[config.mk]
export PLATFORM = sky130hd
export DESIGN_NAME = salc_queue
export DESIGN_NICKNAME = d
export VERILOG_FILES = /design/src/rtl/assert_macros.svh /design/src/rtl/salc_pkg.sv /design/src/rtl/salc_queue.sv
export SDC_FILE = /design/constraint.sdc
export NUM_CORES = 1
export LEC_CHECK = 0
export BUFFER_PORTS_ARGS = -buffer_cell sky130_fd_sc_hd__buf_2
export CORE_ASPECT_RATIO = 0.5
export CORE_UTILIZATION = 42
export DETAILED_ROUTE_END_ITERATION = 10
export PLACE_DENSITY_LB_ADDON = 0.3
export RECOVER_POWER = 25
export SLEW_MARGIN = 10
export SYNTH_ARGS = -nofsm -noshare
export SYNTH_HDL_FRONTEND = slang
export SYNTH_SLANG_ARGS = --single-unit
[constraint.sdc]
create_clock -name clk -period 3.46 [get_ports clk]
set_input_delay 0.692 -clock clk [delete_from_list [all_inputs] [get_ports clk]]
set_output_delay 0.692 -clock clk [all_outputs]
set_load 0.005 [all_outputs]
[src/rtl/assert_macros.svh]
// assertion macros used by the top level rtl file
// no dependencies
`ifndef ASSERT_MACROS_SVH
`define ASSERT_MACROS_SVH
// assert that a implies b at the next edge
`define ASSERT_NEXT(label, clk, rst_n, a, b) \
  label: assert property (@(posedge clk) disable iff (!rst_n) (a) |=> (b)) \
    else $error("assertion failed");
// assert that a implies b in the same edge
`define ASSERT_SAME(label, clk, rst_n, a, b) \
  label: assert property (@(posedge clk) disable iff (!rst_n) (a) |-> (b)) \
    else $error("assertion failed");
`endif

[src/rtl/salc_pkg.sv]
// package of the lru cache tag tracker: sizes, register indexes, queue entry type
// no dependencies
`default_nettype none
package salc_pkg;
  localparam int MAX_SET_BITS_DEF = 6;
  localparam int MAX_WAYS_DEF = 8;
  localparam logic [1:0] REG_SET_BITS = 2'd0;
  localparam logic [1:0] REG_WAYS = 2'd1;
  localparam logic [1:0] REG_BLOCK_BITS = 2'd2;
  localparam int CFG_W = 6;

  // one access handed from front to back
  typedef struct packed {
    logic [11:0] set;
    logic [63:0] tag;
    logic        last;
  } acc_t;
endpackage
`default_nettype wire

[src/rtl/salc_queue.sv]
// two-entry queue of accesses between front and back
// depends on salc_pkg
`default_nettype none
module salc_queue (
  input  wire logic      clk,
  input  wire logic      rst_n,
  input  wire logic      wr_valid,
  output logic           wr_ready,
  input  salc_pkg::acc_t wr_data,
  output logic           rd_valid,
  input  wire logic      rd_ready,
  output salc_pkg::acc_t rd_data
);
  import salc_pkg::*;
  acc_t       mem_r [2];
  logic       wp_r, rp_r;
  logic [1:0] cnt_r;
  logic       wr, rd;

  assign wr_ready = cnt_r != 2'd2;
  assign rd_valid = cnt_r != 2'd0;
  assign rd_data = mem_r[rp_r];
  assign wr = wr_valid && wr_ready;
  assign rd = rd_valid && rd_ready;

  // pointers and fill count
  always_ff @(posedge clk) begin
    if (!rst_n) begin
      wp_r <= 1'b0;
      rp_r <= 1'b0;
      cnt_r <= 2'd0;
    end else begin
      if (wr) wp_r <= !wp_r;
      if (rd) rp_r <= !rp_r;
      cnt_r <= cnt_r + {1'b0, wr} - {1'b0, rd};
    end
    if (wr) mem_r[wp_r] <= wr_data;
  end
endmodule
`default_nettype wire

==> Yosys cells after proc, flatten, opt, wreduce, memory -nomap -nowiden <==
Memory sizes are Yosys's and may differ from the RTL's. A register that Yosys moved wholly into a read port is not among the register bits.
Index checks and enable logic that the tools add are counted.
{ "word_totals": {"ram_bits": 154, "mem_count": 1, "wordCells": 16, "input_bits": 81, "ff_bits": 4} }
{ "op_classes": {"n_reduce_logical": 5, "eq_ne": 1, "add_sub_neg": 2, "mux": 4} }
{ "mem_list": {"columns": ["name", "depth", "word_bits", "rd", "rd_clocked_by_memory_dff", "write_ports", "line", "source"], "rows": [
  ["mem_r", 2, 77, 1, 1, 1, "salc_queue.sv:15", "acc_t mem_r [2];"]
]} }
{ "op_table": {"columns": ["cell", "count"], "rows": [
  ["2-to-1 mux 1 bit", 4],
  ["adder 2 x 1 -> 2 bit", 1],
  ["logical AND 1 bit", 2],
  ["logical NOT 1 bit", 2],
  ["inequality test 2 bit (second input constant)", 1],
  ["nonzero test 2 bit", 1],
  ["subtractor 2 x 1 -> 2 bit", 1]
]} }

==> Longest topological paths before layout <==
Gate-level depths: netlist (run 1).
{ "depth": {"word_depth": 4, "mapped_depth": 6, "ltp_nobuf": 6} }

==> Worst setup path after synthesis (run 1) <==
Ideal clock, no wire load.
{ "synth_timing": {"path_kind": "in2reg", "start": "input port wr_valid", "end": "memory mem_r[1][0] in the netlist's numbering (enable)", "cell_stages": 1, "t_arrival_ns": 2.539, "path_buffers": 0, "path_slack_ns": 0.476, "t_required_ns": 3.016, "path_cell_list": "and3_1"} }
{ "synth_via": {"elab_chain_len": 3} }
{ "synth_lines": {"columns": ["element", "line", "source"], "rows": [
  ["start, declared", "salc_queue.sv:7", "input wire logic wr_valid,"],
  ["logical AND 1 bit", "salc_queue.sv:23", "assign wr = wr_valid && wr_ready;"],
  ["2-to-1 mux 1 bit", "salc_queue.sv:37", "if (wr) mem_r[wp_r] <= wr_data;"],
  ["2-to-1 mux 1 bit (implied by the code)", "salc_queue.sv:37", null],
  ["end, declared", "salc_queue.sv:15", null]
]} }
Every way passes these cells.

==> results of run 1 <==
[logic make-up (layout without fill, tap and decap cells)]
family	Yosys count	in the layout	synth area share
flops	159	159	0.792
mux	77	77	0.164
simple gates	15	15	0.0164
buf+inv	11	201	0.0159
compound gates	6	6	0.00734
fa+ha+maj	1	1	0.00210
xor+xnor	1	1	0.00147
[final timing paths]
check | end | slack (ps) | from | depth (start not counted)
hold reg to reg | rp_r$_SDFFE_PN0P_ | 520 | rp_r$_SDFFE_PN0P_ | 2
hold / removal | mem_r[1][72]$_DFFE_PP_ | 470 | wr_data[72] | 1
setup reg to reg | mem_r[0][22]$_DFFE_PP_ | 1410 | cnt_r[1]$_SDFF_PN0_ | 4
setup / recovery | rd_data[24] | 720 | register | 3
[cell usage after synthesis (2+ instances only)]
library cell and count:
and3_1 2, buf_2 4, buf_6 2, buf_8 3
dfxtp_1 5, edfxtp_1 154, inv_1 2, mux2_2 47
mux2_4 30, nor2_1 4, o21ai_0 2
[power breakdown]
group / switching [µW] / internal [µW]
logic: 393 / 514
clock network: 711 / 971
registers: 103 / 2340
total: 1210 / 3830
[cell type report]
| cell class | instances | area [µm²] | share of cell area |
|---|---|---|---|
| timing repair buffer | 167 | 843 | 0.112 |
| sequential | 159 | 4730 | 0.631 |
| tap | 192 | 240 | 0.0320 |
| multi-input combinational | 100 | 1150 | 0.153 |
| clock inverter | 14 | 101 | 0.0135 |
| inverter | 2 | 8.76 | 0.00117 |
| clock buffer | 18 | 429 | 0.0572 |
[routing by layer]
layer	global-route usage	wire [µm]	up-vias
li1	-	-	1430
met1	0.168	4410	1525
met2	0.278	5850	61
met3	0.0470	498	12
met4	0.0590	89	2
met5	0	13	-
[flip-flops by register name, summed over array words and instances, names as in the netlist, named ones only]
signal  flops
mem_r     154
cnt_r       2
rp_r        1
wp_r        1
[worst reg2reg max path, stage by stage (launching register included)]
cell,delay (ps)
dfxtp_1,430
nand2b_1,160
nand3b_1,160
clkinv_2,530
buf_4,500
[metrics by stage]
step	area, µm²	worst slack [ps]
2_1_floorplan	5960	476
4_1_cts	7510	659
3_5_place_dp	6980	1110
5_1_grt	7500	622
6_report	7500	723
3_3_place_gp	6980	1140
[layout by cell type (no fill, tap or decap), drive strengths merged, types with 2 or more instances in the layout]
master / count
and3: 2
o21ai: 2
nor2: 4
buf: 157
clkinv: 9
clkbuf: 28
dfxtp: 5
clkinvlp: 5
edfxtp: 154
mux2: 77
==> results.json, run 1 <==
{
  "worstSkewPairLatency_ps": 410,
  "core.rowCount": 30,
  "hold_violations": 0,
  "path_cells": "buf_4, mux2_2, buf_2",
  "coreArea_mm2": 0.0137,
  "clk_pin_slew_ps": 60,
  "vias": 3030,
  "numCtsBuffers": 17,
  "cp_data_required_time_ps": 2770,
  "grt_util_all_layers": 0.152,
  "crit_family": "flip-flops",
  "path_max_fanout": 34,
  "postCtsHoldBufs": 0,
  "antenna_found_initial": 1,
  "synth-async-reset-ratio": 0,
  "yosysWarnings": 0,
  "drv_cap": 0,
  "diodes": 0,
  "maxSlewHeadroom": 0.549,
  "p_total_uw": 5030,
  "synth_edf_count": 154,
  "synth_top_area_share": 0.776,
  "crit_path_start_kind": "register",
  "ir_drop_mv": 0.329,
  "cts_resized": 0,
  "crit_slowest_cell": "dfxtp_4",
  "clk_path_buf_depth": 2,
  "cts_sinks": 159,
  "worstSetupEndpointType": "output pin",
  "synth_area_leaders": "edfxtp_1 (78%), mux2_2 (8.9%), mux2_4 (7.6%)",
  "hp-class": "in2reg",
  "ant_nets": 0,
  "synthCells": 270,
  "dr.pass1.iters": 4,
  "p_leak_uw": 0.00282,
  "placedCellCount": 620,
  "synth.distinct_cells": 26,
  "avgRoutedWirePerCell_um": 16.7,
  "ios": 160,
  "first_global_vias": 3169,
  "critical_path.max_stage_delay_ps": 710,
  "rsz0062_at_grt": "false",
  "skew_ps": 4.70,
  "worst-path-buf-inv": 2,
  "worstSetupPathType": "reg2out",
  "wirelength_mm": 10.9,
  "cts-htree-levels": 4,
  "synth_area_per_cell_um2": 22.1,
  "final_cell_count_no_fill": 652,
  "synthToLayoutAreaGrowth_pct": 25.8,
  "die_h_um": 86.2,
  "drc": 0,
  "dieArea_mm2": 0.0147,
  "power.density_mw_per_mm2": 671,
  "grt_pass1_wl_mm": 16.2,
  "whs_ps": 466,
  "cts_root_buf": "clkbuf_16",
  "nets": 529,
  "grt-ovfl-total": 0,
  "post_cts_buffers": 0,
  "fin_util": 0.547,
  "gp_congestion": 0.714,
  "syn_area_mm2": 0.00596,
  "drive_above_1_share": 0.583,
  "outcome": "completed",
  "synth_nets": 352,
  "yosysSeqAreaShare": 0.792,
  "worst_pin_slew_ps": 676,
  "hpwlAfterDp_mm": 7.21,
  "ys_seq_elements": 159,
  "via_per_inst": 4.65,
  "fmax_ghz": 0.365,
  "fin_crit_ps": 2740,
  "yosysTopAreaCell": "edfxtp_1",
  "setup_viol": 0,
  "n_fill_cell": 1146,
  "grt_max_degree": 39,
  "ys.flop_type": "edfxtp_1",
  "die_w_um": 170,
  "cts_tree": "built",
  "portBuffers": 159,
  "maxSlewViolCount": 0,
  "worstPathArrival_ps": 2040,
  "start_util": 0.435,
  "drtIter0Drc": 144,
  "finalCritPeriodShare": 0.791,
  "tns_ps": 0
}
(Power assumes the default switching activity.)
==> run 2, diff against run 1 <==
ABC_AREA = 1   (was default)
clock period = 2.35 ns   (was 3.46 ns; I/O delays follow)
==> run 2 against run 1 <==
Net effect: flip-flop and latch count did not move; routed wire length fell by 8.2%; final cell count rose by 0.46%; register-to-register slack worse by 740 ps; hold slack worse by 220 ps; count of clock-buffer cells in the layout is the same; critical path type unchanged.
==> results.json, run 2 <==
{
  "ys_top_cells_by_count": "edfxtp_1 (154), mux2_2 (47), mux2_4 (30)",
  "finalCritPeriodShare": 0.930,
  "skew_ps": 10.0,
  "placedCellCount": 623,
  "hold_start": "wr_data[30]",
  "path_max_fanout": 77,
  "syn_area_mm2": 0.00592,
  "worstReg2RegStart": "cnt_r[0]$_SDFF_PN0_",
  "clk_pin_slew_ps": 70,
  "start_util": 0.434,
  "setup_viol": 0,
  "reg2reg_slack_ps": 670,
  "crit_path_start_kind": "register",
  "whs_endpoint": "mem_r[1][30]$_DFFE_PP_",
  "fin_util": 0.549,
  "dieArea_mm2": 0.0146,
  "grt_pass1_wl_mm": 15.2,
  "avgRoutedWirePerCell_um": 15.2,
  "ant_nets": 0,
  "drive_above_1_share": 0.570,
  "layout_common_cells": "edfxtp_1 (154), buf_2 (150), mux2_2 (47)",
  "synthCells": 276,
  "clk_path_buf_depth": 2,
  "post_cts_buffers": 0,
  "top_register": "mem_r",
  "multiInputGateArea_mm2": 0.00110,
  "cts_sinks": 159,
  "via_per_inst": 4.59,
  "ys.flop_type": "edfxtp_1",
  "postCtsHoldBufs": 0,
  "numCtsBuffers": 17,
  "largest_reg_flops": 154,
  "dr.pass1.iters": 4,
  "yosysTopAreaCell": "edfxtp_1",
  "die_w_um": 170,
  "worstSkewPairLatency_ps": 400,
  "worstSetupPathType": "reg2out",
  "ys_seq_elements": 159,
  "power.density_mw_per_mm2": 1060,
  "maxSlewHeadroom": 0.667,
  "final_cell_count_no_fill": 655,
  "largestRegisters": "mem_r x154, cnt_r x2",
  "grt_util_all_layers": 0.142,
  "placed_area_mm2": 0.00698,
  "rsz0062_at_grt": "false",
  "critical_path.max_stage_delay_ps": 400,
  "grt-ovfl-total": 0,
  "rr_worst_depth": 5,
  "n_fill_cell": 1132,
  "whs_path_depth": 1,
  "synth.distinct_cells": 14,
  "fin_crit_ps": 2190,
  "maxSlewViolCount": 0,
  "vias": 3006,
  "fmax_ghz": 0.458,
  "crit_family": "buffers and inverters",
  "synth_edf_count": 154,
  "p_leak_uw": 0.00285,
  "synth_nets": 358,
  "gp_congestion": 0.693,
  "r2r_end": "mem_r[0][64]$_DFFE_PP_",
  "final_cell_area_mm2": 0.00751,
  "yosysWarnings": 0,
  "cts-htree-levels": 4,
  "cts_resized": 0,
  "nets": 532,
  "portBuffers": 159,
  "synth_area_per_cell_um2": 21.5,
  "synth_most_common_cell": "edfxtp_1",
  "worst_pin_slew_ps": 499,
  "hold_violations": 0,
  "pre_cts_ws_ps": 567,
  "regArea_mm2": 0.00473,
  "core.rowCount": 30,
  "synthToLayoutAreaGrowth_pct": 26.7,
  "coreArea_mm2": 0.0137,
  "first_global_vias": 3060,
  "hp-class": "in2reg",
  "setup_slack_ps": 165,
  "yosysSeqAreaShare": 0.797,
  "worstPathArrival_ps": 1720,
  "worst-path-buf-inv": 2,
  "crit_slowest_cell": "buf_12",
  "drtIter0Drc": 83,
  "die_h_um": 86.0,
  "ir_drop_mv": 0.621,
  "path_cells": "buf_12, mux2_2, buf_2",
  "drc": 0,
  "grt_max_degree": 78,
  "synth-async-reset-ratio": 0,
  "synth_area_leaders": "edfxtp_1 (78%), mux2_2 (8.9%), mux2_4 (7.6%)",
  "antenna_found_initial": 0,
  "cts_root_buf": "clkbuf_16",
  "worstSetupEndpointType": "output pin",
  "hpwlAfterDp_mm": 6.40,
  "ios": 160,
  "synth_top_area_share": 0.781,
  "final_common_cell": "edfxtp_1",
  "wirelength_mm": 9.98,
  "diodes": 0,
  "cts_tree": "built",
  "cp_data_required_time_ps": 1880,
  "drv_cap": 0,
  "outcome": "completed",
  "tns_ps": 0
}
[run 2: cell types whose count changed after synthesis, sizes merged, moves of 2 or more]
cell   before  now
and3        2    0
inv         2    7
nand2       0   11
nor2        4    9
o21ai       2    0
[run 2: stage by stage]
stage          hold slack, ps  total power (µW)
5_1_grt                   225              8300
6_report                  247              7920
3_3_place_gp              485              5530
3_5_place_dp              495              5570
2_1_floorplan             467              4890
4_1_cts                   227              8050
[run 2: how the worst max path moves through the flow]
stage | end | slack (ps) | cells past startpoint
2_1_floorplan | mem_r[1][0]$_DFFE_PP_ | -730 | 2
5_1_grt | rd_data[31] | 70 | 3
3_5_place_dp | mem_r[0][59]$_DFFE_PP_ | 570 | 4
3_3_place_gp | rd_data[34] | 570 | 3
6_report | rd_data[10] | 160 | 3
4_1_cts | rd_data[10] | 120 | 3
[run 2: routing by layer]
layer	wire, µm	global-route usage	vias to the layer above
li1	-	-	1418
met1	4160	0.166	1512
met2	5360	0.246	65
met3	340	0.0374	11
met4	117	0.0680	0
met5	0	0	-
[run 2: area by class of cell]
type                            instances  area share
Sequential cell                       159       0.630
Multi-Input combinational cell        101       0.147
Timing Repair Buffer                  164       0.116
Clock buffer                           18      0.0572
Tap cell                              192      0.0320
Clock inverter                         14      0.0145
Inverter                                7     0.00350
[run 2: kinds of logic after synthesis]
logic type / Yosys count / synth area share
DFF: 159 / 0.797
adders and majority gates: 1 / 0.00211
muxes: 77 / 0.165
AOI/OAI and AO/OA: 1 / 0.000844
buffers and inverters: 16 / 0.0192
and+or+nand+nor: 21 / 0.0135
xor gates and xnor gates: 1 / 0.00148
[run 2: report_power, final]
part / internal (µW) / switching, µW
sequential: 3600 / 97.9
combinational: 922 / 841
clock: 1370 / 1100
==> run 3, diff against run 2 <==
CELL_PAD_IN_SITES_DETAIL_PLACEMENT = 0   (was default)
CELL_PAD_IN_SITES_GLOBAL_PLACEMENT = 1   (was default)
CORE_UTILIZATION = 40   (was 42)
==> run 3 against run 2 <==
Net effect: non-clock buffer count is the same; critical path depth unchanged; die area up 4.9%; clock skew increased by 1.2 ps; combinational power is essentially flat.
==> results.json, run 3 (synthesis results as in run 2) <==
{
  "drc": 0,
  "whs_endpoint": "mem_r[1][68]$_DFFE_PP_",
  "clk_pin_slew_ps": 70,
  "avgRoutedWirePerCell_um": 15.6,
  "nets": 532,
  "wirelength_mm": 10.4,
  "core.rowCount": 31,
  "hp-class": "in2reg",
  "whs_path_depth": 1,
  "portBuffers": 159,
  "grt_pass1_wl_mm": 15.3,
  "tns_ps": 0,
  "hold_violations": 0,
  "cts_sinks": 159,
  "ios": 160,
  "worstSetupPathType": "reg2out",
  "largest_reg_flops": 154,
  "cts-htree-levels": 4,
  "finalCritPeriodShare": 0.913,
  "largestRegisters": "mem_r x154, cnt_r x2",
  "drtIter0Drc": 133,
  "r2r_end": "mem_r[1][70]$_DFFE_PP_",
  "post_cts_buffers": 0,
  "die_w_um": 174,
  "path_max_fanout": 38,
  "grt_util_all_layers": 0.137,
  "pre_cts_ws_ps": 605,
  "cts_root_buf": "clkbuf_16",
  "worst_pin_slew_ps": 460,
  "setup_slack_ps": 205,
  "worstReg2RegStart": "cnt_r[0]$_SDFF_PN0_",
  "cts_resized": 0,
  "placedCellCount": 629,
  "postCtsHoldBufs": 0,
  "reg2reg_slack_ps": 700,
  "ir_drop_mv": 0.512,
  "clk_path_buf_depth": 2,
  "antenna_found_initial": 2,
  "synthToLayoutAreaGrowth_pct": 27.2,
  "grt_max_degree": 78,
  "fin_crit_ps": 2140,
  "setup_viol": 0,
  "final_cell_count_no_fill": 662,
  "power.density_mw_per_mm2": 1070,
  "dieArea_mm2": 0.0153,
  "worstSetupEndpointType": "output pin",
  "worstSkewPairLatency_ps": 400,
  "skew_ps": 11.2,
  "cts_tree": "built",
  "p_leak_uw": 0.00282,
  "crit_path_start_kind": "register",
  "first_global_vias": 2937,
  "grt-ovfl-total": 0,
  "outcome": "completed",
  "maxSlewHeadroom": 0.693,
  "final_cell_area_mm2": 0.00754,
  "rsz0062_at_grt": "false",
  "drv_cap": 0,
  "worstPathArrival_ps": 1670,
  "gp_congestion": 0.701,
  "layout_common_cells": "edfxtp_1 (154), buf_2 (138), mux2_2 (47)",
  "final_common_cell": "edfxtp_1",
  "ant_nets": 0,
  "hpwlAfterDp_mm": 6.87,
  "p_total_uw": 8030,
  "drive_above_1_share": 0.546,
  "die_h_um": 88.1,
  "placed_area_mm2": 0.00700,
  "top_register": "mem_r",
  "numCtsBuffers": 17,
  "start_util": 0.409,
  "rr_worst_depth": 5,
  "fmax_ghz": 0.466,
  "coreArea_mm2": 0.0145,
  "via_per_inst": 4.51,
  "hold_start": "wr_data[68]",
  "maxSlewViolCount": 0,
  "dr.pass1.iters": 4,
  "cp_data_required_time_ps": 1880,
  "vias": 2985
}
-- run 3: worst max-delay path: stages (launching register included) --
cell and delay (ps):
dfxtp_4 470, buf_12 270, mux2_2 370, buf_2 130
-- run 3: area by class of cell --
class / count / area, µm²
clock buffer: 17 / 425
timing repair buffer: 164 / 870
inverter: 7 / 26.3
tap: 198 / 248
antenna: 1 / 2.50
clock inverter: 15 / 136
sequential: 159 / 4730
multi-input combinational: 101 / 1100
fill: 1248 / 6930
-- run 3: worst max-delay path by stage --
stage,from,to,slack [ps],cells after the start
final,register,rd_data[0],210,3
after floorplan,wr_valid,mem_r[1][0]$_DFFE_PP_,-730,2
after CTS,register,rd_data[0],160,3
after global routing,register,rd_data[1],120,3
after global placement,wr_valid,mem_r[1][48]$_DFFE_PP_,620,4
after detailed placement,wr_valid,mem_r[1][48]$_DFFE_PP_,610,4
-- run 3: report_power, final --
part	switching [µW]	internal, µW
Clock	1090	1470
Sequential	131	3600
Combinational	813	931
-- run 3: per-layer routing --
layer	GRT usage	vias up	part of all wire
met5	0	-	0.00077
met4	0.0502	2	0.0073
met3	0.0447	9	0.054
met2	0.249	78	0.53
met1	0.154	1474	0.41
li1	-	1422	-
-- run 3: metrics by stage --
stage / util / hold slack (ps)
floorplan: - / 467
global placement: 0.484 / 482
detailed placement: 0.484 / 480
CTS: 0.523 / 228
global route: 0.521 / 225
finish: 0.521 / 245
