**src/rtl/assert_macros.svh**
```systemverilog
// assertion macros used by the top level rtl file
// no dependencies
`ifndef ASSERT_MACROS_SVH
`define ASSERT_MACROS_SVH
// assert that a implies b at the next edge
`define ASSERT_NEXT(label, clk, rst_n, a, b) \
  label: assert property (@(posedge clk) disable iff (!rst_n) (a) |=> (b)) \
    else $error("assertion failed");
// assert that a implies b in the same edge
`define ASSERT_SAME(label, clk, rst_n, a, b) \
  label: assert property (@(posedge clk) disable iff (!rst_n) (a) |-> (b)) \
    else $error("assertion failed");
`endif

```
**src/rtl/salc_pkg.sv**
```systemverilog
// package of the lru cache tag tracker: sizes, register indexes, queue entry type
// no dependencies
`default_nettype none
package salc_pkg;
  localparam int MAX_SET_BITS_DEF = 6;
  localparam int MAX_WAYS_DEF = 8;
  localparam logic [1:0] REG_SET_BITS = 2'd0;
  localparam logic [1:0] REG_WAYS = 2'd1;
  localparam logic [1:0] REG_BLOCK_BITS = 2'd2;
  localparam int CFG_W = 6;

  // one access handed from front to back
  typedef struct packed {
    logic [11:0] set;
    logic [63:0] tag;
    logic        last;
  } acc_t;
endpackage
`default_nettype wire

```
**src/rtl/salc_front.sv**
```systemverilog
// front part: accepts items, splits addresses, expands modify into two accesses
// depends on salc_pkg
`default_nettype none
module salc_front #(
  parameter int MAX_SET_BITS = salc_pkg::MAX_SET_BITS_DEF
) (
  input  wire logic        clk,
  input  wire logic        rst_n,
  input  wire logic [2:0]  set_bits,
  input  wire logic [5:0]  block_bits,
  input  wire logic        in_valid,
  output logic             in_ready,
  input  wire logic        in_kind,
  input  wire logic [63:0] in_address,
  output logic             acc_valid,
  input  wire logic        acc_ready,
  output salc_pkg::acc_t   acc
);
  import salc_pkg::*;
  localparam int SB_W = (MAX_SET_BITS < 1) ? 1 : MAX_SET_BITS;

  logic        busy_r, busy_nxt;
  logic        second_r, second_nxt;
  logic [63:0] addr_r;
  logic [6:0]  sb, tsh;
  logic [63:0] sh_addr;
  logic [63:0] set_full;

  // hold item until its accesses are queued
  assign in_ready = !busy_r;
  always_ff @(posedge clk) begin
    if (!rst_n) begin
      busy_r <= 1'b0;
      second_r <= 1'b0;
    end else begin
      busy_r <= busy_nxt;
      second_r <= second_nxt;
    end
    if (in_valid && in_ready) begin
      addr_r <= in_address;
    end
  end

  always_comb begin
    busy_nxt = busy_r;
    second_nxt = second_r;
    if (in_valid && in_ready) begin
      busy_nxt = 1'b1;
      second_nxt = in_kind;
    end else if (acc_valid && acc_ready) begin
      if (second_r) second_nxt = 1'b0;
      else busy_nxt = 1'b0;
    end
  end

  // address split
  always_comb begin
    sb = ({4'd0, set_bits} > 7'(MAX_SET_BITS)) ? 7'(MAX_SET_BITS) : {4'd0, set_bits};
    tsh = sb + {1'b0, block_bits};
    sh_addr = addr_r >> block_bits;
    set_full = sh_addr & ((64'd1 << sb) - 64'd1);
    acc = '0;
    acc.set = 12'(set_full[SB_W-1:0]);
    if (MAX_SET_BITS == 0) acc.set = '0;
    acc.tag = (tsh >= 7'd64) ? 64'd0 : (addr_r >> tsh);
    acc.last = !second_r;
  end
  assign acc_valid = busy_r;
endmodule
`default_nettype wire

```
**config.mk**
```make
export PLATFORM = sky130hd
export DESIGN_NAME = salc_front
export DESIGN_NICKNAME = d
export VERILOG_FILES = /design/src/rtl/assert_macros.svh /design/src/rtl/salc_pkg.sv /design/src/rtl/salc_front.sv
export SDC_FILE = /design/constraint.sdc
export NUM_CORES = 1
export LEC_CHECK = 0
export ABC_AREA = 1
export BUFFER_PORTS_ARGS = -buffer_cell sky130_fd_sc_hd__buf_2
export CAP_MARGIN = 30
export CORE_ASPECT_RATIO = 1.75
export CORE_MARGIN = 3
export CORE_UTILIZATION = 25
export DETAILED_ROUTE_END_ITERATION = 6
export GPL_TIMING_DRIVEN = 0
export SYNTH_ARGS = -nofsm -noshare
export SYNTH_HDL_FRONTEND = slang
export SYNTH_SLANG_ARGS = --single-unit
```
**constraint.sdc**
```tcl
create_clock -name clk -period 3.7 [get_ports clk]
set_clock_uncertainty 0.1 [all_clocks]
set_input_delay 0.74 -clock clk [delete_from_list [all_inputs] [get_ports clk]]
set_output_delay 0.74 -clock clk [all_outputs]
set_load 0.005 [all_outputs]
```
# After elaboration in Yosys (flattened, before gate mapping)
# Index checks and enable logic that the tools add are counted.
dict set report totals {
  input_bits 78
  out_inout_bits 79
  reg_bits 66
  wordCells 25
}
dict set report op_classes {
  addsub 2
  mux 7
  magnitude_cmp 2
  n_eq_ne 1
  reduce_logical 6
  n_shift 3
  bitwise_logic 1
}
# operator n
set op_table {}
lappend op_table {{$mux 64} 1}
lappend op_table {{$shr 64x6->6} 1}
lappend op_table {{$shr 64x7->64} 1}
lappend op_table {{$add 3x6->7} 1}
lappend op_table {{$ge 7x7->1 const B} 1}
lappend op_table {{$and 6x6->6} 1}
lappend op_table {{$shl 1x3->6 const A} 1}
lappend op_table {{$sub 6x1->6 const B} 1}
lappend op_table {{$mux 1} 5}
lappend op_table {{$gt 3x3->1 const B} 1}
lappend op_table {{$mux 3} 1}
lappend op_table {{$logic_and 1x1->1} 2}
lappend op_table {{$logic_not 1->1} 2}
lappend op_table {{$ne 2x1->1 const B} 1}
lappend op_table {{$reduce_and 2->1} 1}
lappend op_table {{$reduce_bool 2->1} 1}

# Logic depth before layout (Yosys ltp)
# Gate-level depths: netlist of run 1.
dict set report depth {
  ltp_word 5
  mapped_depth 18
  depth_no_buf 15
}

# Worst setup path after synthesis of run 1
# Ideal clock, no wire load.
dict set report synth_path {
  path_kind {input port to output port}
  from {input port block_bits[1]}
  to {output port acc[5] (netlist name)}
  arrival_time_ns 2.899
  setup_slack_ns -0.039
  n_path_buf 4
  required_time_ns 2.860
  path_stages 14
  path_cell_list {inv_2 -> clkbuf_1 -> fa_1 -> buf_2 -> inv_1 -> buf_2 -> clkbuf_1 -> nand3_1 -> nand3_1 -> nand2_1 -> o21ai_1 -> nand2_1 -> nand3_1 -> nand2_1}
}
# element line_no
set synth_rtl {}
lappend synth_rtl {{start, declared} salc_front.sv:10} ;# input wire logic [5:0] block_bits,
lappend synth_rtl {{end, declared} salc_front.sv:17} ;# output salc_pkg::acc_t acc

==> metrics, run 1 <==
Worst VDD drop 0.2599 mV; Slew @ Worst Pin 0.8050 ns; GRT Util Overall 28.09%; Hold Path Origin second_r$_SDFFE_PN0P_; number of global-route vias before repair 12,987; initial drt markers 1,142; failing checks DRC, setup timing; Syn Area/Cell 5.388 sq um; Vias 12,896; Hold Fails Final Rpt 0; Post-DP HPWL 42.51 mm; DRC Markers 1; Slew Limit Headroom 46.33%; Die ar. 37,260 sq um; DR vias/cell 5.622; Post-synth ARST share 0%; unrepaired setup endpoints after global routing true; first-pass GRT wire length 78.19 mm; status complete, but fails checks; Unique masters post-synth 33; worst skew pair latency 0.35 ns; root buf cell clkbuf_16; yosys warns 0; leading post-synthesis cells by cell area nand2_1, nand3_1, edfxtp_1, nor2_1, clkbuf_1; CTS tree built; GP Congestion 1.080; fin crit share 115.3%; post-synthesis sequential area ratio 22.49%; WL final 55.67 mm; max frequency 0.2344 GHz; final worst slack -0.5657 ns; Initial Util 25.60%; pre-CTS WS -1.459 ns; fin nets 1,917; CP Capture Type output port; Synth Flop Type edfxtp_1; worst-path fanout max 6; count of pins over their slew limit 0; Inserted Diodes 0; crit path time final 4.266 ns; Seq cells post-synth 66; number of CTS-inserted buffers 9; CP Data Required Time 2.86 ns; htree depth 3; maximum number of pins on one net before global-route repair 46; clock-pin transition on the worst setup and hold timing paths 0.05 ns; layout cells sized above 1 39.37%; CP arrival 3.43 ns; hold buffer count at cts 0; synthesized cell area 8723 sq um; setup TNS -25.57 ns; Mapped Cells 1,619; commonest non-fill, non-tap cell in the layout nand2_1; area grow syn2layout 61.63%; DR pass1 iterations 7; top-area cell type share of the netlist area 30.42%; Die Wd 147.2 um; CP startpoint set_bits[2]; final setup violation count 64; overall power 5.698 mW; remaining antenna violation count 0; Remaining Overflow, GRT 0; max_cap viols 0; # rows 89; Core Region 34,080 sq um; EDFF count, synth 64; Worst setup SP type input port; io pins 157; PwrDens 404.1 nW/um^2; IO Port Bufs 148; most frequent cells in the layout nand2_1, nand3_1, buf_2, nand3_2, nand2_2; Leak Pwr 6.595 nW; DIE HEIGHT 253.1 um; clock buffer depth 2; hold crit path type reg2reg; total clock sinks 66; area leader, netlist nand2_1; kind of critical path in2out; wire per inst 24.27 um; Reg-to-Reg Start acc_valid$_SDFFE_PN0P_; fill count 3,576; initial antenna violation count 0
-- synth_stat cells (all sizes together), types with 2 or more instances --
cell and instances:
inv 51, clkbuf 55, o211ai 9, nand3 487, ha 4, nand2 708
dfxtp 2, edfxtp 64, o21ai 42, a31oi 2, a21oi 27, nor3 3
nor2 94, buf 59, xor2 2, clkinv 3
-- routing by layer --
metal | wire length (um) | up-vias | share of wire (%) | global-route usage [%]
met2 | 27100 | 844 | 49 | 50.15
met5 | 0 | - | 0 | 0
li1 | - | 5824 | - | -
met1 | 16990 | 5854 | 31 | 25.51
met3 | 4006 | 374 | 7.2 | 4.584
met4 | 7564 | 0 | 14 | 30.47
-- final timing paths --
kind,end,slack (ns),depth (start not counted)
setup / recovery,acc[7],-0.57,18
hold / removal,second_r$_SDFFE_PN0P_,0.37,2
setup reg to reg,addr_r[0]$_DFFE_PP_,2.08,4
hold reg to reg,second_r$_SDFFE_PN0P_,0.37,2
-- report_power, final --
part	leakage [nW]	total (mW)	switching [mW]	internal, mW
Clock	0.163	0.999	0.339	0.660
Combinational	5.80	3.74	2.42	1.32
Sequential	0.628	0.957	0.0777	0.880
-- through the flow --
stage | util (%) | cells | instance area, sq um | hold WS [ns]
5_1_grt | 41.38 | 2294 | 14100 | 0.4236
3_5_place_dp | 29.57 | 2228 | 10080 | 0.3672
3_3_place_gp | 29.51 | 2227 | 10060 | 0.3675
6_report | 41.38 | 2294 | 14100 | 0.3729
2_1_floorplan | - | 1624 | 8746 | 0.3702
4_1_cts | 38.83 | 2284 | 13230 | 0.3756
-- what timing repair did --
action	CTS	global route
setup endpoints to repair	70	70
pin swaps	87	58
gates cloned	11	3
buffers inserted	33	10
resized for setup	553	205
-- sequential cells by signal (all words and copies together), names as in the netlist --
signal / count
acc_valid: 1
addr_r: 64
second_r: 1
-- worst max-delay path, cell delays in order --
cell and delay (ns):
buf_8 0.11, a21oi_4 0.22, ha_4 0.20, inv_2 0.04, fa_2 0.47, buf_8 0.17
inv_8 0.06, buf_12 0.14, clkbuf_16 0.17, buf_6 0.10, nand3_4 0.09, nand3_4 0.11
nand2_4 0.07, o21ai_4 0.34, nand2_2 0.12, nand3_2 0.08, nand2_2 0.05, buf_2 0.12
-- layout make-up --
cell class                 count  area [sq um]  share of cell area [%]
tap                          455         569.3                   4.038
buffer                       111         964.7                   6.842
multi-input combinational   1390          8606                   61.03
timing repair inverter         1         8.758                 0.06212
inverter                      54         236.5                   1.677
timing repair buffer         201          1409                   9.992
clock buffer                  10         229.0                   1.624
sequential                    66          1962                   13.91
clock inverter                 6         115.1                  0.8164
-- logic make-up (layout without fill, tap and decap cells) --
kind of cell | Yosys count | after routing | share of synthesized area [%]
AND/OR/NAND/NOR | 1294 | 1294 | 62.97
buffers and inverters | 168 | 383 | 8.003
AO/OA/AOI/OAI | 82 | 82 | 5.092
flip-flops | 66 | 66 | 22.49
adder cells (fa/ha/maj) | 5 | 5 | 0.8032
XOR/XNOR | 3 | 3 | 0.6025
other | 1 | 6 | 0.04299
No activity file was read; power rests on OpenSTA's default activity.
==> run 2: changes to the inputs <==
- clock period: 3.7 -> 4.96 ns (I/O delays scaled with it)
==> metrics, run 2 (synthesized netlist as in run 1, its figures left out) <==
status complete, no violations; initial antenna violation count 0 (unchanged); r2r setup slk 3.32 ns (+1.24 ns); Inserted Diodes 0 (unchanged); fin crit share 97.99%; overall power 3.336 mW (-41%); crit path time final 4.860 ns; multi-input logic area 6235 sq um (-28%); most used routing layer met2; clock group share of total power 24.0% (+6.5 points); kind of critical path in2out; wire per inst 21.48 um (-11%); DR vias/cell 5.409 (-3.8%); number of CTS-inserted buffers 9 (unchanged); clock buffer depth 2 (unchanged); DIE HEIGHT 253.1 um (unchanged); area grow syn2layout 22.32%; fin nets 1,870 (-2.5%); Remaining Overflow, GRT 0 (unchanged); IO Port Bufs 148 (unchanged); unrepaired setup endpoints after global routing true; Worst VDD drop 0.1867 mV (-28%); fill count 3,925 (+9.8%); setup TNS 0 ns (+25.57 ns); count of pins over their slew limit 0 (unchanged); first-pass GRT wire length 70.07 mm (-10%); WL final 48.27 mm (-13%); total clock sinks 66 (unchanged); Slew Limit Headroom 40.50% (-5.8 points); Slew @ Worst Pin 0.8925 ns (+0.08747 ns); Post-DP HPWL 41.00 mm (-3.5%); # rows 89 (unchanged); max reg flops 64 (unchanged); worst reg2reg endpoint addr_r[16]$_DFFE_PP_; hold path depth 2 (unchanged); Int Power 1.752 mW (-39%); Design Area, Final 10,670 sq um (-24%); Die Wd 147.2 um (unchanged); PwrDens 312.7 nW/um^2 (-23%); initial drt markers 1,225 (+7.3%); Reg-to-Reg Start acc_valid$_SDFFE_PN0P_; Vias 12,154 (-5.8%); switching power 1.584 mW (-44%); Leak Pwr 5.407 nW (-18%); Worst setup SP type input port; max_cap viols 0 (unchanged); Biggest register addr_r; remaining antenna violation count 0 (unchanged); layout cells sized above 1 15.18% (-24 points); worst r2r path cells 4 (unchanged); DRC Markers 0 (-1); CP Data Required Time 3.87 ns (+1.01 ns); max frequency 0.2057 GHz; Core Region 34,080 sq um (unchanged); io pins 157 (unchanged); GP Congestion 1.033 (-4.4%); final setup violation count 0 (-100%); maximum number of pins on one net before global-route repair 44 (-4.3%); GR Util met3 2.525% (-2.1 points); Comb pwr share 54.7% (-11 points); switch share 47.47% (-2.3 points); hold crit path type reg2reg; commonest non-fill, non-tap cell in the layout nand2_1; met2 Use GR 46.40% (-3.7 points); CP Capture Type output port; number of global-route vias before repair 11,755 (-9.5%); register area 1962 sq um (unchanged); clock-pin transition on the worst setup and hold timing paths 0.05 ns (about the same); Hold Path Origin second_r$_SDFFE_PN0P_; worst skew pair latency 0.35 ns (about the same); Placement Cell Area 10,070 sq um (about the same); htree depth 3 (unchanged); Hold EP second_r$_SDFFE_PN0P_; DR pass1 iterations 6 (-1); grt met1 use 23.71% (-1.8 points); Hold Fails Final Rpt 0 (unchanged); root buf cell clkbuf_16; part of the power in registers 21.3% (+4.5 points); Die ar. 37,260 sq um (unchanged); GRT Util Overall 25.06% (-3.0 points); worst-path fanout max 10 (+4); CP arrival 3.77 ns (+0.34 ns); most frequent cells in the layout nand2_1, nand3_1, buf_2, nor2_1, edfxtp_1; Initial Util 25.60% (unchanged); CTS tree built
-- run 2: cell types whose count changed in the layout (fill, tap and decap cells not counted), moves of 18 or more --
cell      delta
nor2_1      +33
nand2_2     -81
buf_4       -24
nor2_2      -20
buf_6       -18
nand3_2    -115
clkbuf_1    +22
nand3_4     -81
nand2_4     -45
nand2_1    +126
nand3_1    +196
-- run 2: power groups by stage --
stage | registers (mW) | logic [mW] | clock network, mW
after floorplan | 0.691 | 1.08 | 0
after global placement | 0.723 | 1.72 | 0
after detailed placement | 0.721 | 1.72 | 0
after CTS | 0.709 | 1.75 | 0.823
after global routing | 0.712 | 1.98 | 0.841
final | 0.711 | 1.82 | 0.801
-- run 2: worst max-delay path by stage --
stage,start,end,cells after the start
after floorplan,block_bits[1],acc[5],14
after global placement,block_bits[1],acc[4],16
after detailed placement,block_bits[1],acc[4],16
after CTS,set_bits[1],acc[2],17
after global routing,set_bits[1],acc[20],17
final,set_bits[1],acc[9],14
-- run 2: layout make-up --
class / count / share of cell area, %
plain buffers: 113 / 5.101
clock buffers: 9 / 2.111
clock inverters: 7 / 1.325
inverters: 54 / 1.900
multi-input cells: 1390 / 58.43
flip-flops and latches: 66 / 18.39
well taps: 455 / 5.335
repair buffers: 153 / 7.411
-- run 2: routing by layer --
| metal | part of all wire, % | wire length, um |
|---|---|---|
| met1 | 32 | 15540 |
| met2 | 51 | 24460 |
| met3 | 6.2 | 2988 |
| met4 | 11 | 5288 |
| met5 | 0 | 0 |
-- run 2: per-stage QoR --
stage | setup slack (ns) | utilization [%] | instances | hold WS [ns]
2_1_floorplan | 0.7169 | - | 1624 | 0.3702
3_3_place_gp | -0.8602 | 29.50 | 2227 | 0.3641
3_5_place_dp | -0.8788 | 29.56 | 2228 | 0.3662
4_1_cts | 0.008350 | 30.85 | 2243 | 0.3751
5_1_grt | -0.02149 | 31.31 | 2247 | 0.4020
6_report | 0.09963 | 31.31 | 2247 | 0.3804
-- run 2: worst max-delay path: stages --
cell	delay (ns)
buf_2	0.16
a21oi_4	0.20
ha_2	0.21
inv_1	0.05
fa_1	0.47
o21bai_1	0.23
nand2_2	0.15
xor2_4	0.25
inv_2	0.15
buf_2	0.28
nand3_1	0.25
nand3_1	0.17
nand2_1	0.08
buf_2	0.13
-- run 2: timing repair --
action | CTS | global route
hold buffers | 0 | 0
endpoints found under the setup margin | 59 | 49
pin swaps | 0 | 4
setup buffers | 0 | 4
resized for setup | 24 | 52
==> run 3: changes to the inputs <==
- GPL_TIMING_DRIVEN: 0 -> not set
==> metrics, run 3 (synthesized netlist as in run 1, its figures left out) <==
worst r2r path cells 4 (unchanged); number of global-route vias before repair 10,847 (-7.7%); DRC Markers 0 (unchanged); CP arrival 3.68 ns (-0.09 ns); DR pass1 iterations 5 (-1); io pins 157 (unchanged); PwrDens 299.0 nW/um^2 (-4.4%); htree depth 3 (unchanged); root buf cell clkbuf_16; hold path depth 2 (unchanged); clock buffer depth 2 (unchanged); remaining antenna violation count 0 (unchanged); count of pins over their slew limit 0 (unchanged); area grow syn2layout 18.65%; fill count 3,985 (+1.5%); max frequency 0.2096 GHz (+1.9%); clock group share of total power 22.0% (-2.0 points); Worst setup SP type input port; CP Data Required Time 3.87 ns (about the same); WL final 39.86 mm (-17%); worst skew pair latency 0.34 ns (about the same); Post-DP HPWL 32.20 mm (-21%); final core area utilization 30.37% (-0.94 points); IO Port Bufs 150 (+1.4%); switch share 46.79% (-0.68 points); DIE HEIGHT 253.1 um (unchanged); part of the power in registers 23.0% (+1.7 points); fin nets 1,796 (-4.0%); # rows 89 (unchanged); clock-pin transition on the worst setup and hold timing paths 0.05 ns (about the same); placed cells 2,157 (-3.2%); Die ar. 37,260 sq um (unchanged); final setup violation count 0 (unchanged); register area 1962 sq um (unchanged); Core Region 34,080 sq um (unchanged); Biggest register addr_r; commonest non-fill, non-tap cell in the layout nand2_1; Post-CTS Resized 0 (-100%); Remaining Overflow, GRT 0 (unchanged); crit path time final 4.771 ns (-0.08926 ns); multi-input logic area 6131 sq um (-1.7%); kind of critical path in2out; total clock sinks 66 (unchanged); Comb pwr share 55.0% (+0.3 points); max reg flops 64 (unchanged); initial antenna violation count 0 (unchanged); Slew @ Worst Pin 0.7956 ns (-0.09691 ns); setup bufs post-CTS 0 (unchanged); GP Congestion 0.9961 (-3.6%); non-filler cells, final 2,173 (-3.3%); first-pass GRT wire length 60.44 mm (-14%); initial drt markers 1,017 (-17%); CTS tree built; unrepaired setup endpoints after global routing false; layout cells sized above 1 13.50% (-1.7 points); Int Power 1.646 mW (-6.1%); max_cap viols 0 (unchanged); status complete, no violations; most frequent cells in the layout nand2_1, nand3_1, buf_2, nor2_1, edfxtp_1; Worst VDD drop 0.1801 mV (-3.5%); DR vias/cell 5.218 (-3.5%); maximum number of pins on one net before global-route repair 70 (+59%); worst-path fanout max 22 (+12); Vias 11,339 (-6.7%); switching power 1.448 mW (-8.6%); wire per inst 18.34 um (-15%); Die Wd 147.2 um (unchanged); fin crit share 96.19% (-1.8 points); CP Capture Type output port; setup TNS 0 ns (unchanged); hold crit path type reg2reg; number of CTS-inserted buffers 9 (unchanged); Leak Pwr 5.240 nW (-3.1%); GRT Util Overall 20.77% (-4.3 points); Inserted Diodes 0 (unchanged); hold buffer count at cts 0 (unchanged); Slew Limit Headroom 46.89% (+6.4 points); Hold Fails Final Rpt 0 (unchanged); Initial Util 25.60% (unchanged)
[run 3: cell types whose count changed in the layout (fill, tap and decap cells not counted), sizes merged]
cell	change
clkinv	+1
bufinv	-2
buf	-19
clkbuf	-55
clkinvlp	+1
[run 3: area by class of cell]
cell class | count | share of cell area (%)
clock inverters | 7 | 0.9067
well taps | 455 | 5.500
inverters | 54 | 2.007
clock buffers | 9 | 2.176
repair buffers | 192 | 11.22
flip-flops and latches | 66 | 18.96
multi-input cells | 1390 | 59.24
[run 3: critical path: stages]
cell     delay [ns]
buf_2          0.13
a21oi_1        0.24
ha_1           0.23
inv_1          0.06
fa_2           0.47
inv_1          0.16
buf_4          0.28
nand3_1        0.15
nand3_1        0.11
nand2_1        0.14
o21ai_1        0.20
buf_4          0.16
nand2_1        0.07
nand3_1        0.09
nand2_1        0.07
buf_2          0.13
[run 3: power groups by stage]
stage | Sequential (mW) | Combinational (mW) | Clock (mW)
after floorplan | 0.691 | 1.08 | 0
after global placement | 0.722 | 1.68 | 0
after detailed placement | 0.722 | 1.68 | 0
after CTS | 0.711 | 1.69 | 0.703
after global routing | 0.715 | 1.89 | 0.721
final | 0.711 | 1.70 | 0.680
[run 3: final timing paths]
check                         start  slack (ns)                    end
min reg2reg   second_r$_SDFFE_PN0P_        0.40  second_r$_SDFFE_PN0P_
max reg2reg  acc_valid$_SDFFE_PN0P_        2.92   addr_r[58]$_DFFE_PP_
max                     set_bits[2]        0.19                 acc[1]
min           second_r$_SDFFE_PN0P_        0.40  second_r$_SDFFE_PN0P_
[run 3: through the flow]
step / setup WS [ns] / hold WS, ns / total power [mW] / instance area [sq um]
3_3_place_gp: 0.09255 / 0.3654 / 2.405 / 10010
3_5_place_dp: 0.06143 / 0.3886 / 2.405 / 10010
6_report: 0.1889 / 0.4033 / 3.094 / 10350
5_1_grt: 0.005313 / 0.4483 / 3.324 / 10350
2_1_floorplan: 0.7169 / 0.3702 / 1.767 / 8742
4_1_cts: 0.05442 / 0.3965 / 3.100 / 10330
[run 3: routing by layer]
metal	wire length (um)	global-route usage (%)	up-vias
met5	0	0	-
met4	2907	14.32	0
met3	1923	2.292	126
met2	20130	37.39	447
met1	14900	22.66	5198
li1	-	-	5568
